### src/rtl/isr_pkg.sv
// Shared widths and the pipeline word carried between square root stages.
`timescale 1ns / 1ps
package isr_pkg;
  localparam int VAL_W  = 64;
  localparam int ROOT_W = 32;
  localparam int REM_W  = ROOT_W + 3;

  typedef struct packed {
    logic              valid;
    logic [REM_W-1:0]  rem;
    logic [ROOT_W-1:0] root;
    logic [VAL_W-1:0]  data;
  } stage_t;
endpackage

### src/rtl/isr_stage.sv
// One digit step of the restoring square root: one result bit per stage.
`timescale 1ns / 1ps
module isr_stage (
  input  logic            clk,
  input  logic            rst,
  input  isr_pkg::stage_t din,
  output isr_pkg::stage_t dout
);
  import isr_pkg::*;

  logic [REM_W-1:0] rem_sh;
  logic [REM_W-1:0] trial;
  logic             take;
  stage_t           dout_next;

  always_comb begin
    rem_sh = {din.rem[REM_W-3:0], din.data[VAL_W-1 -: 2]};
    trial  = {1'b0, din.root, 2'b01};
    take   = (rem_sh >= trial);
    dout_next.valid = din.valid;
    dout_next.rem   = take ? (rem_sh - trial) : rem_sh;
    dout_next.root  = {din.root[ROOT_W-2:0], take};
    dout_next.data  = {din.data[VAL_W-3:0], 2'b00};
  end

  always_ff @(posedge clk) begin
    if (rst) begin
      dout.valid <= 1'b0;
    end else begin
      dout.valid <= dout_next.valid;
    end
    dout.rem  <= dout_next.rem;
    dout.root <= dout_next.root;
    dout.data <= dout_next.data;
  end
endmodule

### config.mk
export PLATFORM = sky130hd
export DESIGN_NAME = isr_stage
export DESIGN_NICKNAME = d
export VERILOG_FILES = /design/src/rtl/isr_pkg.sv /design/src/rtl/isr_stage.sv
export SDC_FILE = /design/constraint.sdc
export NUM_CORES = 1
export LEC_CHECK = 0
export BUFFER_PORTS_ARGS = -buffer_cell sky130_fd_sc_hd__buf_2
export CAP_MARGIN = 25
export CORE_UTILIZATION = 45
export DETAILED_ROUTE_END_ITERATION = 10
export GPL_ROUTABILITY_DRIVEN = 0
export PLACE_DENSITY = 0.77
export SLEW_MARGIN = 20
export SYNTH_ARGS = -nofsm -noshare
export SYNTH_HDL_FRONTEND = slang
export SYNTH_SLANG_ARGS = --single-unit
### constraint.sdc
create_clock -name clk -period 5.85 [get_ports clk]
set_clock_uncertainty 0.15 [all_clocks]
set_input_delay 1.4625 -clock clk [delete_from_list [all_inputs] [get_ports clk]]
set_output_delay 1.4625 -clock clk [all_outputs]
set_load 0.01 [all_outputs]
[Yosys cells after proc, flatten, opt, wreduce, memory -nomap -nowiden]
Cells that the tools add are included.
Cells by class
  add/subtract/negate cells: 1
  order comparisons: 1
  muxes and demuxes: 1
Operators by type and width (number)
  $ge 35x34->1: 1
  $mux 35: 1
  $sub 35x34->35: 1
Word-level totals
  flip-flop bits (word level): 130
  output and inout bits: 132
  logic and storage cells: 7

[Logic depth before layout (Yosys ltp)]
  depth in word-level cells: 2
  mapped depth: 13
  gate-level depth less buffers: 10

[Worst setup path before layout]
Ideal clock, no wire load.
  path type: in2reg
  start point: input port din[69] (netlist bit)
  end point: register dout[124] (netlist bit)
  setup time: 0.121 ns
  arrival time: 3.518 ns
  required time: 5.579 ns
  setup slack: 2.062 ns
  cell stages on the path: 10
  path buffers: 0
  cells stage by stage: inv_1 -> ha_1 -> a211oi_1 -> o21bai_1 -> nor4_2 -> o21ai_2 -> a211oi_1 -> o221ai_1 -> xnor2_1 -> mux2_2
RTL lines
  start, declared: line isr_stage.sv:6  | input isr_pkg::stage_t din,
  end, declared: line isr_stage.sv:7  | output isr_pkg::stage_t dout

==> metrics.csv <==
metric,value,unit
nets,939,
status,completed,
n_antenna_cell,0,
core-area,10890,sq um
grt_first_pass_wirelength,21340,um
slew_viol_final,0,
grtUsageMet3,0.09283,
cts_setup_buffers,0,
rsz0062_at_grt,false,
maxCapViolCount,0,
drt_wl_total,14240,um
cts_tree,done,
worstHoldStart,din[50],
leakage,0.003552,uW
synth_top_area_cell,dfxtp_1,
syn_area,5061,sq um
startpoint,din[86],
drive_above_1_share,0.4031,
finalCriticalPeriod,3.846,ns
grt_usage,0.2409,
tightest_slew,0.5082,ns
routed_via_density,5.023,
whs,0.8747,ns
min_path_type,in2reg,
wire_per_inst,15.41,um
ant_nets,0,
relSlewSlack,0.6576,
htreeDepth,4,
crit_fanout,26,
arrival,4.11,ns
place_ws,1.510,ns
dp_hpwl,10880,um
ys_types,60,
share_seq_of_total_power,0.390,
top_regs,dout (130),
root_buffer,clkbuf_8,
fmax,260.0,MHz
grt_max_degree,28,
synth-seq-area-share,0.5142,
p_per_area,359.5,nW/um^2
hold_viol_final,0,
synth-seq-cells,130,
comb_power_share,0.191,
cts_buffers,17,
io_buffers,261,
vdd_drop_max,0.3070,mV
syn_area_per_cell,10.10,sq um
grt_util_met1,0.2617,
final_common_cell,buf_2,
top_register,dout,
mostFrequentLayoutCells,"261 x buf_2, 130 x dfxtp_1, 46 x inv_1, 46 x a21oi_1, 45 x nor2_1",
required,6.12,ns
setup_tns,0,ns
synthFlopType,dfxtp_1,
worstSetupStartpointType,input port,
path_cells,buf_2 > inv_1 > ha_1 > nand4_1 > nand2b_1 > or3_1 > a211oi_2 > o31ai_2 > o21ai_4 > buf_4 > mux2_2,
synth_top_area_share,0.5142,
die_h,108.1,um
hold_buffers,0,
largest_reg_flops,130,
ios,266,
clockBufferDepth,2,
first_pass_iters,5,
power.share.clock,0.419,
path_clk_slew,0.06,ns
vias,4641,
drtIter0Drc,287,
drc_errors,0,
critPathMaxStageDelay,0.43,ns
cts_sinks,130,
die_w,108.1,um
area_delta_synth_final,40.02,%
grt_busiest_layer,met2,
syn_inst,501,
ys_async_sr_fraction,0,
gr-usage-met2,0.4136,
synth.area.top_cells,"dfxtp_1 51%, ha_1 8.4%, a21oi_1 4.5%",
grt-ovfl-total,0,
ctsResizeCount,0,
switching_share,0.2761,
antenna_found_initial,0,
cpMaxStageDelayCell,ha_1,
dieArea,11670,sq um
rows,38,
worstSetupPathType,in2reg,
setup_violations,0,
ys_warn_count,0,
layout_setup_ws,2.004,ns
synth-edff-count,0,
grt_pass1_vias,4477,
endpoint_kind,register,
start_util,0.4648,
switchingPower,703.4,uW
p_int,1844,uW
fin_crit_sh,0.6574,
utilization,0.6509,
cells in the mapped netlist (all sizes together), types with 5 or more instances:
master and number:
a21oi 50, and3 5, inv 46, nor2b 5, dfxtp 130, xor2 10, buf 11, ha 34
o21ai 22, o211ai 6, nand2 20, a21o 8, xnor2 21, nor3 10, nor2 45, nand4 9
mux2 11
power by group through the flow:
stage	registers [uW]	logic [uW]	clock network (uW)
floorplan	1060	243	0
global placement	1010	468	0
detailed placement	1010	479	0
CTS	995	485	1080
global route	1000	529	1120
finish	994	485	1070
cells by family (layout without fill, tap and decap cells):
logic type      after synthesis  count (layout)  share of synthesized area
fa+ha+maj                    34              34                    0.08405
mux                          14              14                    0.03115
other cells                   1               2                  0.0007409
xor+xnor                     31              31                    0.05365
buf+inv                      59             341                    0.05167
flops                       130             130                     0.5142
simple gates                111             111                     0.1048
compound gates              121             121                     0.1597
cell type report:
class	count	area, sq um
clock buffer	18	417.9
clock inverter	14	176.4
fill	896	3801
inverter	46	172.7
multi-input combinational	313	2208
sequential	130	2603
tap	140	175.2
timing repair buffer	263	1334
per-stage QoR:
| step | cell area (sq um) | instances | power, uW |
|---|---|---|---|
| final | 7087 | 924 | 2547 |
| after global routing | 7087 | 924 | 2653 |
| after CTS | 7087 | 924 | 2559 |
| after detailed placement | 6492 | 892 | 1492 |
| after global placement | 6492 | 892 | 1479 |
| after floorplan | 5065 | 502 | 1305 |
per-layer routing:
| metal | wire (um) | vias up | share of wire |
|---|---|---|---|
| met5 | 0 | - | 0 |
| met3 | 1308 | 28 | 0.092 |
| met4 | 312 | 0 | 0.022 |
| met1 | 5570 | 2129 | 0.39 |
| li1 | - | 2271 | - |
| met2 | 7050 | 213 | 0.50 |
worst max-delay path: cells and delay by family:
family / cells / cell delay, ns
buffers and inverters: 3 / 0.45
AOI/OAI and AO/OA: 3 / 0.71
and+or+nand+nor: 3 / 0.67
adders and majority gates: 1 / 0.43
muxes: 1 / 0.37
worst paths after layout:
check	to	slack [ns]	cells after the start
setup / recovery	dout[118]	2.00	11
hold / removal	dout[52]	0.87	1
Note: power is estimated with default switching activity, not from simulation.
